## config.mk

```make
export PLATFORM = sky130hd
export DESIGN_NAME = postfix_stack_evaluator
export DESIGN_NICKNAME = d
export VERILOG_FILES = /design/src/design/pse_pkg.sv /design/src/design/pse_stack.sv /design/src/design/pse_alu.sv /design/src/design/postfix_stack_evaluator.sv
export SDC_FILE = /design/constraint.sdc
export NUM_CORES = 1
export LEC_CHECK = 0
export BUFFER_PORTS_ARGS = -buffer_cell sky130_fd_sc_hd__buf_2
export CORE_ASPECT_RATIO = 0.6
export CORE_MARGIN = 4
export CORE_UTILIZATION = 55
export DETAILED_ROUTE_END_ITERATION = 10
export PLACE_DENSITY = 0.7
export SYNTH_ARGS = -nofsm -noshare
export SYNTH_HDL_FRONTEND = slang
export SYNTH_SLANG_ARGS = --single-unit
```

## constraint.sdc

```tcl
create_clock -name i_clk -period 5.5 [get_ports i_clk]
set_input_delay 1.1 -clock i_clk [delete_from_list [all_inputs] [get_ports i_clk]]
set_output_delay 1.1 -clock i_clk [all_outputs]
set_load 0.01 [all_outputs]
```

## src/design/pse_pkg.sv

```systemverilog
// shared types and constants for the postfix stack evaluator
// used by pse_stack, pse_alu and postfix_stack_evaluator; no dependencies
`default_nettype none

package pse_pkg;

    localparam int DATA_W      = 32;
    localparam int STACK_DEPTH = 16;
    localparam int PTR_W       = $clog2(STACK_DEPTH);
    localparam int CNT_W       = $clog2(STACK_DEPTH + 1);
    localparam int LOOP_W      = $clog2(DATA_W);
    localparam int SYM_W       = 8;

    localparam logic [SYM_W-1:0] SYM_DIGIT_LO = 8'd49;
    localparam logic [SYM_W-1:0] SYM_DIGIT_HI = 8'd57;
    localparam logic [SYM_W-1:0] SYM_ZERO     = 8'h30;
    localparam logic [SYM_W-1:0] SYM_PLUS     = 8'h2b;
    localparam logic [SYM_W-1:0] SYM_MINUS    = 8'h2d;
    localparam logic [SYM_W-1:0] SYM_STAR     = 8'h2a;
    localparam logic [SYM_W-1:0] SYM_SLASH    = 8'h2f;
    localparam logic [SYM_W-1:0] SYM_PERCENT  = 8'h25;
    localparam logic [SYM_W-1:0] SYM_END      = 8'h23;

    typedef enum logic [1:0] {
        ST_OK        = 2'd0,
        ST_OVERFLOW  = 2'd1,
        ST_UNDERFLOW = 2'd2,
        ST_DIVZERO   = 2'd3
    } t_status;

    typedef enum logic [2:0] {
        OP_ADD,
        OP_SUB,
        OP_MUL,
        OP_DIV,
        OP_MOD
    } t_alu_op;

    typedef enum logic [2:0] {
        S_IDLE,
        S_READ,
        S_WAIT,
        S_OUT
    } t_state;

    typedef enum logic [2:0] {
        A_IDLE,
        A_ADD,
        A_ABS_A,
        A_ABS_B,
        A_LOOP,
        A_FIX,
        A_DONE
    } t_alu_phase;

    typedef struct packed {
        logic    start;
        t_alu_op op;
    } t_alu_req;

    typedef struct packed {
        logic              done;
        logic [DATA_W-1:0] result;
    } t_alu_rsp;

endpackage

`default_nettype wire

```

## src/design/pse_stack.sv

```systemverilog
// value stack storage: one write port, one registered read port
// depends on pse_pkg
`default_nettype none

module pse_stack (
    input  wire logic                      i_clk,
    input  wire logic                      i_we,
    input  wire logic [pse_pkg::PTR_W-1:0] i_waddr,
    input  wire logic [pse_pkg::DATA_W-1:0] i_wdata,
    input  wire logic                      i_re,
    input  wire logic [pse_pkg::PTR_W-1:0] i_raddr,
    output logic      [pse_pkg::DATA_W-1:0] o_rdata
);

    logic [pse_pkg::DATA_W-1:0] r_mem [pse_pkg::STACK_DEPTH];
    logic [pse_pkg::DATA_W-1:0] r_rdata;

    always_ff @(posedge i_clk) begin
        if (i_we) begin
            r_mem[i_waddr] <= i_wdata;
        end
        if (i_re) begin
            r_rdata <= r_mem[i_raddr];
        end
    end

    assign o_rdata = r_rdata;

endmodule

`default_nettype wire

```

## src/design/pse_alu.sv

```systemverilog
// iterative arithmetic unit built around one shared 33-bit adder:
// add/sub in one pass, shift-add multiply and restoring divide over 32 steps
// depends on pse_pkg
`default_nettype none

module pse_alu (
    input  wire logic                       i_clk,
    input  wire logic                       i_rst_n,
    input  wire pse_pkg::t_alu_req          i_req,
    input  wire logic [pse_pkg::DATA_W-1:0] i_a,
    input  wire logic [pse_pkg::DATA_W-1:0] i_b,
    output pse_pkg::t_alu_rsp               o_rsp
);

    localparam int W = pse_pkg::DATA_W;

    pse_pkg::t_alu_phase r_phase, n_phase;
    pse_pkg::t_alu_op    r_op;
    logic [pse_pkg::LOOP_W-1:0] r_cnt;
    logic [W-1:0] r_acc;   // sum, product or remainder; quotient after the sign fix
    logic [W-1:0] r_x;     // multiplicand or dividend / quotient
    logic [W-1:0] r_y;     // multiplier or divisor
    logic         r_sa, r_sb;

    logic [W-1:0] add_x, add_y, rem_sh, fix_v;
    logic         add_cin, fix_neg, is_div, last_step;
    logic [W:0]   sum;

    assign is_div    = (r_op == pse_pkg::OP_DIV) || (r_op == pse_pkg::OP_MOD);
    assign last_step = (r_cnt == pse_pkg::LOOP_W'(W - 1));
    assign rem_sh    = {r_acc[W-2:0], r_x[W-1]};
    assign fix_v     = (r_op == pse_pkg::OP_DIV) ? r_x : r_acc;
    assign fix_neg   = (r_op == pse_pkg::OP_DIV) ? (r_sa ^ r_sb) : r_sa;

    // operand selection for the shared adder
    always_comb begin
        add_x   = r_x;
        add_y   = r_y;
        add_cin = 1'b0;
        unique case (r_phase)
            pse_pkg::A_ADD: begin
                add_y   = (r_op == pse_pkg::OP_SUB) ? ~r_y : r_y;
                add_cin = (r_op == pse_pkg::OP_SUB);
            end
            pse_pkg::A_ABS_A: begin
                add_x   = ~r_x;
                add_y   = '0;
                add_cin = 1'b1;
            end
            pse_pkg::A_ABS_B: begin
                add_x   = ~r_y;
                add_y   = '0;
                add_cin = 1'b1;
            end
            pse_pkg::A_LOOP: begin
                if (is_div) begin
                    add_x   = rem_sh;
                    add_y   = ~r_y;
                    add_cin = 1'b1;
                end else begin
                    add_x   = r_acc;
                    add_y   = r_x;
                end
            end
            pse_pkg::A_FIX: begin
                add_x   = ~fix_v;
                add_y   = '0;
                add_cin = 1'b1;
            end
            default: begin
            end
        endcase
    end

    assign sum = {1'b0, add_x} + {1'b0, add_y} + {{W{1'b0}}, add_cin};

    // phase sequencing
    always_comb begin
        n_phase = r_phase;
        unique case (r_phase)
            pse_pkg::A_IDLE: begin
                if (i_req.start) begin
                    if (i_req.op == pse_pkg::OP_ADD || i_req.op == pse_pkg::OP_SUB) begin
                        n_phase = pse_pkg::A_ADD;
                    end else if (i_req.op == pse_pkg::OP_MUL) begin
                        n_phase = pse_pkg::A_LOOP;
                    end else begin
                        n_phase = pse_pkg::A_ABS_A;
                    end
                end
            end
            pse_pkg::A_ADD:   n_phase = pse_pkg::A_DONE;
            pse_pkg::A_ABS_A: n_phase = pse_pkg::A_ABS_B;
            pse_pkg::A_ABS_B: n_phase = pse_pkg::A_LOOP;
            pse_pkg::A_LOOP: begin
                if (last_step) begin
                    n_phase = is_div ? pse_pkg::A_FIX : pse_pkg::A_DONE;
                end
            end
            pse_pkg::A_FIX:   n_phase = pse_pkg::A_DONE;
            pse_pkg::A_DONE:  n_phase = pse_pkg::A_IDLE;
            default:          n_phase = pse_pkg::A_IDLE;
        endcase
    end

    always_ff @(posedge i_clk) begin
        if (!i_rst_n) begin
            r_phase <= pse_pkg::A_IDLE;
        end else begin
            r_phase <= n_phase;
        end
    end

    // datapath
    always_ff @(posedge i_clk) begin
        unique case (r_phase)
            pse_pkg::A_IDLE: begin
                if (i_req.start) begin
                    r_op  <= i_req.op;
                    r_x   <= i_a;
                    r_y   <= i_b;
                    r_sa  <= i_a[W-1];
                    r_sb  <= i_b[W-1];
                    r_acc <= '0;
                    r_cnt <= '0;
                end
            end
            pse_pkg::A_ADD: begin
                r_acc <= sum[W-1:0];
            end
            pse_pkg::A_ABS_A: begin
                if (r_sa) begin
                    r_x <= sum[W-1:0];
                end
            end
            pse_pkg::A_ABS_B: begin
                if (r_sb) begin
                    r_y <= sum[W-1:0];
                end
            end
            pse_pkg::A_LOOP: begin
                r_cnt <= r_cnt + pse_pkg::LOOP_W'(1);
                if (is_div) begin
                    // carry out means the shifted remainder covers the divisor
                    r_acc <= sum[W] ? sum[W-1:0] : rem_sh;
                    r_x   <= {r_x[W-2:0], sum[W]};
                end else begin
                    if (r_y[0]) begin
                        r_acc <= sum[W-1:0];
                    end
                    r_x <= {r_x[W-2:0], 1'b0};
                    r_y <= {1'b0, r_y[W-1:1]};
                end
            end
            pse_pkg::A_FIX: begin
                r_acc <= fix_neg ? sum[W-1:0] : fix_v;
            end
            default: begin
            end
        endcase
    end

    always_comb begin
        o_rsp.done   = (r_phase == pse_pkg::A_DONE);
        o_rsp.result = r_acc;
    end

endmodule

`default_nettype wire

```

## src/design/postfix_stack_evaluator.sv

```systemverilog
// postfix evaluator: one character word in, one status/top-of-stack word out
// digits, '#', ignored bytes and error cases give the result word directly; +, -,
// *, / and % go through pse_alu, the last three over the 32 steps of its shared adder
// throughput: one word at a time, next word taken after the result word is taken
// reset (synchronous, active low) empties the stack; stack contents are not cleared
// depends on pse_pkg, pse_stack, pse_alu
`default_nettype none

module postfix_stack_evaluator (
    input  wire logic                           i_clk,
    input  wire logic                           i_rst_n,
    // input word channel
    input  wire logic                           i_valid,
    output logic                                o_ready,
    input  wire logic [pse_pkg::SYM_W-1:0]      i_symbol,
    // result word channel
    output logic                                o_valid,
    input  wire logic                           i_ready,
    output logic signed [pse_pkg::DATA_W-1:0]   o_top_value,
    output logic                                o_top_valid,
    output logic [1:0]                          o_status,
    output logic                                o_is_final
);

    localparam int W = pse_pkg::DATA_W;

    pse_pkg::t_state r_state, n_state;

    // stack pointer and a cached copy of the top entry
    logic [pse_pkg::CNT_W-1:0] r_count;
    logic [W-1:0]              r_top;
    pse_pkg::t_alu_op          r_op;

    // result word register
    logic [W-1:0]     r_out_value;
    logic             r_out_valid;
    pse_pkg::t_status r_out_status;
    logic             r_out_final;

    // symbol decode
    logic is_digit, is_end, is_oper;
    pse_pkg::t_alu_op sym_op;
    logic [W-1:0] digit_value;
    logic [W-1:0] cur_top;
    logic         stack_empty, stack_full, short_stack, top_zero, accept;

    logic [pse_pkg::CNT_W-1:0] below_idx;

    // stack memory and alu hookup
    logic                      mem_we, mem_re;
    logic [pse_pkg::PTR_W-1:0] mem_waddr;
    logic [W-1:0]              mem_wdata, mem_rdata;
    pse_pkg::t_alu_req         alu_req;
    pse_pkg::t_alu_rsp         alu_rsp;

    assign accept = i_valid && o_ready;

    assign is_digit = (i_symbol >= pse_pkg::SYM_DIGIT_LO) && (i_symbol <= pse_pkg::SYM_DIGIT_HI);
    assign is_end   = (i_symbol == pse_pkg::SYM_END);
    assign is_oper  = (i_symbol == pse_pkg::SYM_PLUS)  || (i_symbol == pse_pkg::SYM_MINUS) ||
                      (i_symbol == pse_pkg::SYM_STAR)  || (i_symbol == pse_pkg::SYM_SLASH) ||
                      (i_symbol == pse_pkg::SYM_PERCENT);
    assign digit_value = {{(W - pse_pkg::SYM_W){1'b0}}, i_symbol - pse_pkg::SYM_ZERO};

    always_comb begin
        priority if (i_symbol == pse_pkg::SYM_PLUS) begin
            sym_op = pse_pkg::OP_ADD;
        end else if (i_symbol == pse_pkg::SYM_MINUS) begin
            sym_op = pse_pkg::OP_SUB;
        end else if (i_symbol == pse_pkg::SYM_STAR) begin
            sym_op = pse_pkg::OP_MUL;
        end else if (i_symbol == pse_pkg::SYM_SLASH) begin
            sym_op = pse_pkg::OP_DIV;
        end else begin
            sym_op = pse_pkg::OP_MOD;
        end
    end

    assign stack_empty = (r_count == '0);
    assign stack_full  = (r_count == pse_pkg::CNT_W'(pse_pkg::STACK_DEPTH));
    assign short_stack = (r_count < pse_pkg::CNT_W'(2));
    assign top_zero    = (r_top == '0);
    assign cur_top     = stack_empty ? '0 : r_top;

    // the entry just below the top, operand a of a binary operator
    assign below_idx = r_count - pse_pkg::CNT_W'(2);

    // next state
    always_comb begin
        n_state = r_state;
        unique case (r_state)
            pse_pkg::S_IDLE: begin
                if (accept) begin
                    // binary operator with two entries and a usable divisor goes to the alu
                    if (is_oper && !is_end && !short_stack &&
                        !(top_zero && (sym_op == pse_pkg::OP_DIV ||
                                       sym_op == pse_pkg::OP_MOD))) begin
                        n_state = pse_pkg::S_READ;
                    end else begin
                        n_state = pse_pkg::S_OUT;
                    end
                end
            end
            pse_pkg::S_READ: n_state = pse_pkg::S_WAIT;
            pse_pkg::S_WAIT: begin
                if (alu_rsp.done) begin
                    n_state = pse_pkg::S_OUT;
                end
            end
            pse_pkg::S_OUT: begin
                if (i_ready) begin
                    n_state = pse_pkg::S_IDLE;
                end
            end
            default: n_state = pse_pkg::S_IDLE;
        endcase
    end

    always_ff @(posedge i_clk) begin
        if (!i_rst_n) begin
            r_state <= pse_pkg::S_IDLE;
        end else begin
            r_state <= n_state;
        end
    end

    // control outputs of the sequencer
    always_comb begin
        o_ready   = (r_state == pse_pkg::S_IDLE);
        o_valid   = (r_state == pse_pkg::S_OUT);
        mem_re    = (r_state == pse_pkg::S_IDLE) && accept;
        alu_req.start = (r_state == pse_pkg::S_READ);
        alu_req.op    = r_op;
        mem_we    = 1'b0;
        mem_waddr = r_count[pse_pkg::PTR_W-1:0];
        mem_wdata = digit_value;
        if (r_state == pse_pkg::S_IDLE) begin
            // push a digit at the current count
            mem_we = accept && is_digit && !stack_full;
        end else if (r_state == pse_pkg::S_WAIT) begin
            // result replaces operand a, one below the top
            mem_we    = alu_rsp.done;
            mem_waddr = below_idx[pse_pkg::PTR_W-1:0];
            mem_wdata = alu_rsp.result;
        end
    end

    // stack pointer
    always_ff @(posedge i_clk) begin
        if (!i_rst_n) begin
            r_count <= '0;
        end else begin
            if (r_state == pse_pkg::S_IDLE && accept) begin
                if (is_end) begin
                    r_count <= '0;
                end else if (is_digit && !stack_full) begin
                    r_count <= r_count + pse_pkg::CNT_W'(1);
                end
            end else if (r_state == pse_pkg::S_WAIT && alu_rsp.done) begin
                r_count <= r_count - pse_pkg::CNT_W'(1);
            end
        end
    end

    // top cache, operator latch and result word
    always_ff @(posedge i_clk) begin
        if (r_state == pse_pkg::S_IDLE && accept) begin
            r_op         <= sym_op;
            r_out_final  <= is_end;
            r_out_status <= pse_pkg::ST_OK;
            r_out_value  <= cur_top;
            r_out_valid  <= !stack_empty;
            if (is_end) begin
                if (stack_empty) begin
                    r_out_status <= pse_pkg::ST_UNDERFLOW;
                end
            end else if (is_digit) begin
                if (stack_full) begin
                    r_out_status <= pse_pkg::ST_OVERFLOW;
                end else begin
                    r_top       <= digit_value;
                    r_out_value <= digit_value;
                    r_out_valid <= 1'b1;
                end
            end else if (is_oper) begin
                if (short_stack) begin
                    r_out_status <= pse_pkg::ST_UNDERFLOW;
                end else if (top_zero && (sym_op == pse_pkg::OP_DIV ||
                                          sym_op == pse_pkg::OP_MOD)) begin
                    r_out_status <= pse_pkg::ST_DIVZERO;
                end
            end
        end else if (r_state == pse_pkg::S_WAIT && alu_rsp.done) begin
            r_top       <= alu_rsp.result;
            r_out_value <= alu_rsp.result;
            r_out_valid <= 1'b1;
        end
    end

    pse_stack u_stack (
        .i_clk   (i_clk),
        .i_we    (mem_we),
        .i_waddr (mem_waddr),
        .i_wdata (mem_wdata),
        .i_re    (mem_re),
        .i_raddr (below_idx[pse_pkg::PTR_W-1:0]),
        .o_rdata (mem_rdata)
    );

    // operand a from memory, operand b from the top cache
    pse_alu u_alu (
        .i_clk   (i_clk),
        .i_rst_n (i_rst_n),
        .i_req   (alu_req),
        .i_a     (mem_rdata),
        .i_b     (r_top),
        .o_rsp   (alu_rsp)
    );

    assign o_top_value = r_out_value;
    assign o_top_valid = r_out_valid;
    assign o_status    = r_out_status;
    assign o_is_final  = r_out_final;

endmodule

`default_nettype wire
```

# ---- Yosys cells after proc, flatten, opt, wreduce, memory -nomap -nowiden
# Memory sizes are Yosys's and may differ from the RTL's. A register that Yosys moved wholly into a read port is not among the register bits.
# Cells that the tools add are included.
dict set report word_totals {
  register_bits 188
  mem_bits_rw 512
  out_inout_bits 38
  wordCells 186
  n_memories 1
}
dict set report classes {
  addsub 7
  magnitude_cmp 3
  n_eq_ne 37
  n_mux 74
  n_bitwise 4
  n_reduce_logical 44
}
# memory depth width read_ports rd_ports_with_merged_regs write_ports line
set mem_list {}
lappend mem_list {u_stack.r_mem 16 32 1 1 1 pse_stack.sv:15} ;# logic [pse_pkg::DATA_W-1:0] r_mem [pse_pkg::STACK_DEPTH];
# operator n
set op_table {}
lappend op_table {{2-to-1 mux 32 bit} 26}
lappend op_table {{one-hot mux 32 bit (3 select lines)} 3}
lappend op_table {{one-hot mux 32 bit (4 select lines)} 2}
lappend op_table {{inverter 32 bit} 3}
lappend op_table {{equality test 8 x 6 -> 1 bit (second input constant)} 6}
lappend op_table {{adder 32 x 32 -> 33 bit} 1}
lappend op_table {{adder 33 x 1 -> 33 bit} 1}
lappend op_table {{2-to-1 mux 3 bit} 11}
lappend op_table {{zero test 32 bit} 1}
lappend op_table {{2-to-1 mux 5 bit} 5}
lappend op_table {{equality test 3 x 2 -> 1 bit (second input constant)} 7}
lappend op_table {{2-to-1 mux 2 bit} 8}
lappend op_table {{equality test 3 bit (second input constant)} 5}
lappend op_table {{one-hot mux 3 bit (5 select lines)} 1}
lappend op_table {{2-to-1 mux 1 bit} 13}
lappend op_table {{equality test 3 x 1 -> 1 bit (second input constant)} 4}
lappend op_table {{inequality test 2 bit (second input constant)} 6}
lappend op_table {{one-hot mux 3 bit (4 select lines)} 1}
lappend op_table {{logical AND 1 bit} 11}
lappend op_table {{adder 5 x 1 -> 5 bit (second input constant)} 2}
lappend op_table {{equality test 5 bit (second input constant)} 2}
lappend op_table {{inequality test 2 x 1 -> 1 bit (second input constant)} 5}
lappend op_table {{one-hot mux 5 bit (2 select lines)} 1}
lappend op_table {{zero test 3 bit} 3}
lappend op_table {{other kinds (22)} 41}

# ---- Depth between registers and ports, before layout
# Gate-level depths: netlist of run 1.
dict set report depth {
  depth_word 13
  mapped_depth 20
  ltp_nobuf 17
}

# ---- By module
# A second synthesis of run 1 with hierarchy kept.
dict set report unflattened {
  hier_cells 2287
  area_unflattened_um2 33529.7
}
# module instances cells_per_inst area_each_um2 seq_area_each_um2
set by_module_without_submodules {}
lappend by_module_without_submodules {pse_stack 1 838 20155.6 16335.7}
lappend by_module_without_submodules {pse_alu 1 1089 9323.9 3243.1}
lappend by_module_without_submodules {postfix_stack_evaluator 1 360 4050.1 2272.2}

# ---- Least setup slack after synthesis of run 1
# OpenSTA, ideal clock, no wires.
dict set report synth_path {
  path_kind {reg2reg}
  from {register u_alu.r_op[2]}
  to {register u_alu.r_acc[25] (data pin)}
  setup_time_ns 0.259
  t_arrival_ns 4.599
  slack_ns 0.642
  stages_incl_launch_ff 19
  path_buffers 2
  cell_sequence {edfxtp_1 -> and3b_1 -> clkbuf_1 -> buf_1 -> mux2i_1 -> a22oi_1 -> nand3_1 -> o21ai_0 -> fa_1 -> inv_1 -> fa_1 -> a211o_1 -> a211oi_2 -> o221ai_2 -> a21o_1 -> a31o_2 -> nor2_8 -> mux2_2 -> a211o_1}
}
dict set report synth_via {
  elab_chain_cells 9
  word_cells_on_any_way 21
  classes_between {add/sub (2); eq/ne (3); mux (14); bitwise (1); reduce/logical (1)}
}
# item line
set synth_lines {}
lappend synth_lines {{from (decl)} pse_alu.sv:18} ;# pse_pkg::t_alu_op r_op;
lappend synth_lines {{from (signal assigned)} pse_alu.sv:119} ;# r_op <= i_req.op;
lappend synth_lines {{equality test 3 x 2 -> 1 bit / equality test 3 bit (equally long branches)} {pse_alu.sv:29, pse_alu.sv:32, pse_alu.sv:33}}
lappend synth_lines {{logical OR 1 bit / 2-to-1 mux 32 bit (equally long branches)} {pse_alu.sv:29, pse_alu.sv:32}}
lappend synth_lines {{2-to-1 mux 32 bit / inverter 32 bit (equally long branches)} {pse_alu.sv:56, pse_alu.sv:66}}
lappend synth_lines {{one-hot mux 32 bit (4 select lines) / one-hot mux 32 bit (3 select lines) (equally long branches)} pse_alu.sv:40} ;# unique case (r_phase)
lappend synth_lines {{adder 32 x 32 -> 33 bit} pse_alu.sv:75} ;# assign sum = {1'b0, add_x} + {1'b0, add_y} + {{W{1'b0}}, add_cin};
lappend synth_lines {{adder 33 x 1 -> 33 bit} pse_alu.sv:75}
lappend synth_lines {{2-to-1 mux 32 bit (on tied branches)} {pse_alu.sv:148, pse_alu.sv:145}}
lappend synth_lines {{2-to-1 mux 32 bit} pse_alu.sv:143} ;# if (is_div) begin
lappend synth_lines {{one-hot mux 32 bit (4 select lines) *} pse_alu.sv:116} ;# unique case (r_phase)
lappend synth_lines {{to (signal assigned)} pse_alu.sv:145} ;# r_acc <= sum[W] ? sum[W-1:0] : rem_sh;
lappend synth_lines {{to (signal assigned)} pse_alu.sv:149} ;# r_acc <= sum[W-1:0];
lappend synth_lines {{to (signal assigned)} pse_alu.sv:156} ;# r_acc <= fix_neg ? sum[W-1:0] : fix_v;
lappend synth_lines {{to (decl)} pse_alu.sv:20} ;# logic [W-1:0] r_acc;
# Every way passes the cells marked *; elsewhere a longest branch is shown, timed or not. The select of a mux whose other input is x is not followed.
# A chain may end at the register's enable or synchronous reset.

# ---- Worst setup path after layout of run 1
dict set report layout_path {
  from {register u_alu.r_phase[2]}
  to {register u_alu.r_acc[27] (data pin)}
}
dict set report layout_via {
  elab_chain_cells 8
  word_cells_on_any_way 17
  classes_between {add/sub (2); eq/ne (5); mux (8); reduce/logical (2)}
}
# item line
set layout_lines {}
lappend layout_lines {{from (decl)} pse_alu.sv:17} ;# pse_pkg::t_alu_phase r_phase, n_phase;
lappend layout_lines {{from (signal assigned)} pse_alu.sv:108} ;# r_phase <= pse_pkg::A_IDLE;
lappend layout_lines {{from (signal assigned)} pse_alu.sv:110} ;# r_phase <= n_phase;
lappend layout_lines {{equality test 3 bit / equality test 3 x 2 -> 1 bit (equally long branches)} {pse_alu.sv:40, pse_alu.sv:116}}
lappend layout_lines {{OR reduction 3 bit (no line)} n/a}
lappend layout_lines {{one-hot mux 32 bit (3 select lines)} pse_alu.sv:40}
lappend layout_lines {{adder 32 x 32 -> 33 bit} pse_alu.sv:75}
lappend layout_lines {{adder 33 x 1 -> 33 bit} pse_alu.sv:75}
lappend layout_lines {{2-to-1 mux 32 bit (on tied branches)} {pse_alu.sv:148, pse_alu.sv:145}}
lappend layout_lines {{2-to-1 mux 32 bit} pse_alu.sv:143}
lappend layout_lines {{one-hot mux 32 bit (4 select lines) *} pse_alu.sv:116}
# Marked as above.

==> results.json, run 1 <==
{
  "outcome": "finished, final reports clean",
  "critPathMaxStageDelay_ns": 0.58,
  "rows": 69,
  "setup_viol": 0,
  "htreeDepth": 3,
  "wl_per_cell_um": 32.0,
  "reg2reg_from": "u_alu.r_phase[2]",
  "synth_compound_area_share_pct": 11.7,
  "period_minus_slack_ns": 5.43,
  "synth_top_family_by_area": "multiplexers",
  "grt_setup_unrepaired": "false",
  "gp_congestion": 1.04,
  "power-per-cell-area_nw_per_um2": 676,
  "grt_pass1_wl_um": 145000,
  "yosysWarnings": 0,
  "startpoint_type": "register",
  "grt_usage_pct": 31.0,
  "dr.first_iter.drc_count": 3723,
  "fmaxAchievable_ghz": 0.184,
  "synth_flop_cell": "edfxtp_1",
  "root_buffer": "clkbuf_16",
  "synth_mux_area_share_pct": 12.2,
  "synth_adder_area_share_pct": 1.80,
  "synthCells": 2209,
  "nets": 2333,
  "p_leak_nw": 12.5,
  "drt-total-wl_um": 101000,
  "hp-start": "u_stack.o_rdata[31]",
  "slew_violations": 0,
  "drt_pass1_iterations": 6,
  "worstMarginPinSlew_ns": 1.44,
  "dp_hpwl_um": 64200,
  "core-area_um2": 59700,
  "cap_violations": 0,
  "synth_common_cells": "721 x edfxtp_1, 160 x mux4_2, 141 x nor2_1",
  "async_flop_share_pct": 0,
  "port-buffer-count": 49,
  "vdd_drop_max_v": 0.000434,
  "die_w_um": 326,
  "netlist_area_um2": 33500,
  "relSlewSlack_pct": 3.22,
  "cts_tree": "built",
  "clockBufferDepth": 3,
  "whs_ns": 0.496,
  "cts_hold_buf": 0,
  "die-area_um2": 65000,
  "grt_overflow_total": 0,
  "timing.setup.tns_ns": 0,
  "worstSetupEndpointType": "register",
  "detail-route-antenna-nets": 0,
  "area_growth_pct": 11.9,
  "path_class": "reg2reg",
  "via_per_inst": 7.00,
  "hold_class": "reg2reg",
  "min_period_over_period_pct": 98.7,
  "start_util_pct": 56.1,
  "required_ns": 5.88,
  "numCtsBuffers": 67,
  "via_count": 22006,
  "clk_latency_ns": 0.64,
  "die_y_um": 199,
  "drive_above_1_share_pct": 19.5,
  "ys_ff_latch": 731,
  "finClkSkew_ns": 0.0254,
  "cts.sinks": 731,
  "cp_max_fo": 17,
  "critPathArrivalTime_ns": 5.81,
  "avgSynthCellArea_um2": 15.1,
  "grt_pass1_vias": 20917,
  "synth_top_area_share_pct": 64.7,
  "synthTopCellsByArea": "edfxtp_1 65%, mux4_2 11%, a22oi_1 2.5%, o21ai_0 1.8%, ha_1 1.7%",
  "ys_types": 85,
  "ios": 50,
  "clk_pin_slew_worst_paths_ns": 0.07,
  "synth.most_common_cell": "edfxtp_1",
  "netlist.top_cell.by_area": "edfxtp_1",
  "crit_chain": "buf_4, nor2b_1, nand2_2, buf_4, o22ai_1, nor3_2, a21oi_1, ha_1, a21o_1, a21o_1, a211oi_1, o21ai_0, or3_1, o21ai_2, nand2_1, a221o_1",
  "synthesis.nets": 2268,
  "drc": 0,
  "antenna_found_initial": 3,
  "grt_max_degree": 109,
  "synth_edf_count": 721,
  "yosysSeqAreaShare_pct": 65.3,
  "finalHoldViolations": 0,
  "setup.worst_path.start": "u_alu.r_phase[2]",
  "synth_xor_area_share_pct": 0.890,
  "synthSimpleGateAreaFrac_pct": 5.96,
  "crit_slowest_cell": "or3_1"
}
-- registers in the layout, indices dropped and copies added, names as in the netlist, 5 cells and up --
| signal | flops |
|---|---|
| u_stack.r_mem | 512 |
| o_top_value | 32 |
| r_top | 32 |
| u_alu.r_acc | 32 |
| u_alu.r_x | 32 |
| u_alu.r_y | 32 |
| u_stack.o_rdata | 32 |
| r_count | 5 |
| u_alu.r_cnt | 5 |
-- stage by stage --
stage | instance area [um2] | instances | worst slack [ns] | utilization (%) | power, mW
2_1_floorplan | 33500 | 2209 | 0.642 | - | 15.8
3_3_place_gp | 35200 | 3021 | 0.369 | 59.1 | 20.0
3_5_place_dp | 35200 | 3021 | 0.303 | 59.1 | 20.2
4_1_cts | 37400 | 3140 | 0.284 | 62.7 | 24.9
5_1_grt | 37400 | 3142 | 0.0522 | 62.8 | 26.4
6_report | 37400 | 3143 | 0.0738 | 62.8 | 25.3
-- power by group --
group	switching (mW)	internal (mW)
clock network	2.09	2.61
logic	7.71	4.43
registers	0.970	7.50
-- layer usage --
layer / routed length, um / up-vias / global-route usage [%]
met5: 85 / - / 0
met4: 2740 / 2 / 7.89
li1: - / 9079 / -
met3: 15000 / 210 / 11.4
met2: 40400 / 1603 / 41.2
met1: 42400 / 11112 / 48.4
-- cell type report --
cell class,instances,area (um2)
antenna,3,7.51
clock buffer,82,1820
clock inverter,37,357
fill,4304,22200
inverter,40,150
multi-input combinational,1302,11200
sequential,731,21900
tap,816,1020
timing repair buffer,132,1060
-- cells by family (layout without fill, tap and decap cells) --
| group | after synthesis | count (layout) |
|---|---|---|
| AO/OA/AOI/OAI | 589 | 589 |
| other | 0 | 3 |
| XOR/XNOR | 34 | 34 |
| AND/OR/NAND/NOR | 423 | 423 |
| buffers and inverters | 176 | 291 |
| adder cells (fa/ha/maj) | 47 | 47 |
| multiplexers | 209 | 209 |
| flip-flops | 731 | 731 |
-- placed cells by master, fill, tap and decap left out, types with 11 or more instances in the layout --
cell type,synthesis,routed
a31oi_1,35,35
a21o_1,51,51
nand2_1,119,117
nor2_1,141,119
xor2_1,16,14
mux4_2,160,160
nand3_1,19,19
buf_12,0,15
a21oi_1,96,95
o22ai_1,50,50
buf_2,6,49
edfxtp_1,721,721
a22oi_1,113,113
nor2_4,0,20
clkinv_1,1,12
o21ai_0,123,121
clkbuf_1,103,11
and2_1,42,42
inv_1,38,38
nor2b_1,12,11
mux2i_1,46,46
clkbuf_16,0,71
nand2b_1,11,11
nor3_1,24,21
xnor2_1,18,18
buf_4,0,68
ha_1,45,44
-- critical path, delay by kind of cell, from the launching register on --
family / cells / cell delay (ns)
buffers and inverters: 2 / 0.60
AO/OA/AOI/OAI: 8 / 2.11
AND/OR/NAND/NOR: 5 / 1.69
flip-flops: 1 / 0.43
adder cells (fa/ha/maj): 1 / 0.32
-- final timing paths --
path | end | slack [ns] | cells after the start
worst max-delay path | u_alu.r_acc[27] | 0.07 | 16
worst min-delay path | u_alu.r_sa | 0.50 | 0
worst max register to register | u_alu.r_acc[27] | 0.07 | 16
worst min register to register | u_alu.r_sa | 0.50 | 0
-- what timing repair did --
| action | 4_1_cts | 5_1_grt |
|---|---|---|
| gates resized for setup | 0 | 3 |
| endpoints found under the setup margin | 0 | 11 |
| buffers inserted | 0 | 0 |
| hold endpoints to repair | 0 | 0 |
Note: power is estimated with default switching activity, not from simulation.
==> run 2, diff against run 1 <==
--- a/config.mk
+++ b/config.mk
@@ -9,6 +9,7 @@
 export CORE_ASPECT_RATIO = 0.6
 export CORE_MARGIN = 4
 export CORE_UTILIZATION = 55
+export CTS_BUF_LIST = sky130_fd_sc_hd__clkbuf_8 sky130_fd_sc_hd__clkbuf_16
 export DETAILED_ROUTE_END_ITERATION = 10
 export PLACE_DENSITY = 0.7
 export SYNTH_ARGS = -nofsm -noshare
==> run 2 against run 1 <==
  * Count of clock-buffer cells in the layout is 11 lower
  * Critical path type unchanged
  * Worst setup slack gained 0.017 ns
  * Highest routed layer unchanged
  * First-iteration DRC count decreased by 4.5%
==> results.json, run 2 (synthesized netlist as in run 1, its figures left out) <==
{
  "antenna_found_initial": 3,
  "critPathArrivalTime_ns": 5.79,
  "cap_violations": 0,
  "outcome": "finished, final reports clean",
  "p_leak_nw": 12.5,
  "fmaxAchievable_ghz": 0.185,
  "cp_max_fo": 17,
  "worstMarginPinSlew_ns": 1.39,
  "finClkSkew_ns": 0.0311,
  "clk_latency_ns": 0.64,
  "start_util_pct": 56.1,
  "timing.setup.tns_ns": 0,
  "drc": 0,
  "die_y_um": 199,
  "cts_tree": "built",
  "via_count": 21949,
  "min_period_over_period_pct": 98.4,
  "largest_reg_flops": 512,
  "via_per_inst": 6.98,
  "htreeDepth": 3,
  "dpl_cell_area_um2": 35200,
  "grt_usage_pct": 31.0,
  "startpoint_type": "register",
  "clk_pin_slew_worst_paths_ns": 0.07,
  "grt_pass1_vias": 20917,
  "numCtsBuffers": 67,
  "path_class": "reg2reg",
  "layout_commonest_cell": "edfxtp_1",
  "drive_above_1_share_pct": 19.5,
  "die-area_um2": 65000,
  "root_buffer": "clkbuf_16",
  "nets": 2333,
  "area_growth_pct": 11.9,
  "dp_cells": 3021,
  "grt_overflow_total": 0,
  "cts.sinks": 731,
  "reg2reg_depth": 16,
  "relSlewSlack_pct": 6.48,
  "vdd_drop_max_v": 0.000433,
  "reg2reg_slack_ns": 0.09,
  "final_cells": 3143,
  "slew_violations": 0,
  "ios": 50,
  "largest-register": "u_stack.r_mem",
  "hold-path-cell-count": 0,
  "setup_viol": 0,
  "power_mw": 25.3,
  "gp_congestion": 1.04,
  "detail-route-antenna-nets": 0,
  "drt-total-wl_um": 101000,
  "core-area_um2": 59700,
  "mostFrequentLayoutCells": "721 x edfxtp_1, 160 x mux4_2, 121 x o21ai_0",
  "dr.first_iter.drc_count": 3556,
  "finalHoldViolations": 0,
  "clockBufferDepth": 3,
  "hold_class": "reg2reg",
  "fin_area_um2": 37400,
  "cts_setup_buffers": 0,
  "die_w_um": 326,
  "dp_hpwl_um": 64200,
  "grt_max_degree": 109,
  "drt_pass1_iterations": 9,
  "period_minus_slack_ns": 5.41,
  "rows": 69,
  "port-buffer-count": 49,
  "power-per-cell-area_nw_per_um2": 676,
  "grt_setup_unrepaired": "false",
  "wl_per_cell_um": 32.1,
  "required_ns": 5.88,
  "cts_hold_buf": 0,
  "worstSetupEndpointType": "register",
  "grt_pass1_wl_um": 145000
}
==> run 2: cell types whose count changed in the layout (fill, tap and decap cells not counted) <==
cell | previous run | this run
inv_1 | 38 | 49
clkbuf_1 | 11 | 0
==> run 2: path summary, 6_finish.rpt <==
check	start	to
hold / removal	r_op[0]	u_alu.r_op[0]
setup / recovery	u_alu.r_phase[2]	u_alu.r_acc[27]
setup reg to reg	u_alu.r_phase[2]	u_alu.r_acc[27]
hold reg to reg	r_op[0]	u_alu.r_op[0]
==> run 2: critical path: stages (launching register included) <==
cell and delay [ns]:
dfxtp_1 0.43, buf_4 0.26, nor2b_1 0.13, nand2_2 0.33, buf_4 0.34, o22ai_1 0.14
nor3_2 0.42, a21oi_1 0.15, ha_1 0.31, a21o_1 0.21, a21o_1 0.21, a211oi_1 0.23
o21ai_0 0.38, or3_1 0.59, o21ai_2 0.38, nand2_1 0.21, a221o_1 0.39
==> run 2: power breakdown <==
group	switching, mW	leakage [nW]	internal (mW)	total [mW]
logic	7.71	4.73	4.42	12.1
clock network	2.10	1.09	2.59	4.69
registers	0.972	6.67	7.50	8.47
==> run 2: cell type report <==
type	instances	area [um2]
multi-input combinational	1302	11200
antenna	3	7.51
fill	4303	22200
sequential	731	21900
tap	816	1020
timing repair buffer	132	1060
inverter	40	150
clock buffer	71	1780
clock inverter	48	398
==> run 2: metrics by stage <==
step                      hold WS, ns  setup slack (ns)  util (%)
final                           0.496            0.0905      62.8
after global routing            0.514            0.0524      62.8
after CTS                       0.498             0.282      62.7
after detailed placement        0.479             0.303      59.1
after global placement          0.469             0.369      59.1
after floorplan                 0.427             0.642         -
==> run 2: timing repair <==
item	CTS	global route
endpoints found under the setup margin	0	11
gates resized for setup	0	3
endpoints found under the hold margin	0	0
==> run 2: metal layers <==
| layer | vias up | share of wire (%) | track usage, % |
|---|---|---|---|
| met3 | 185 | 15 | 11.4 |
| met4 | 4 | 2.7 | 7.89 |
| met5 | - | 0.10 | 0 |
| met2 | 1601 | 40 | 41.2 |
| li1 | 9076 | - | - |
| met1 | 11083 | 42 | 48.4 |
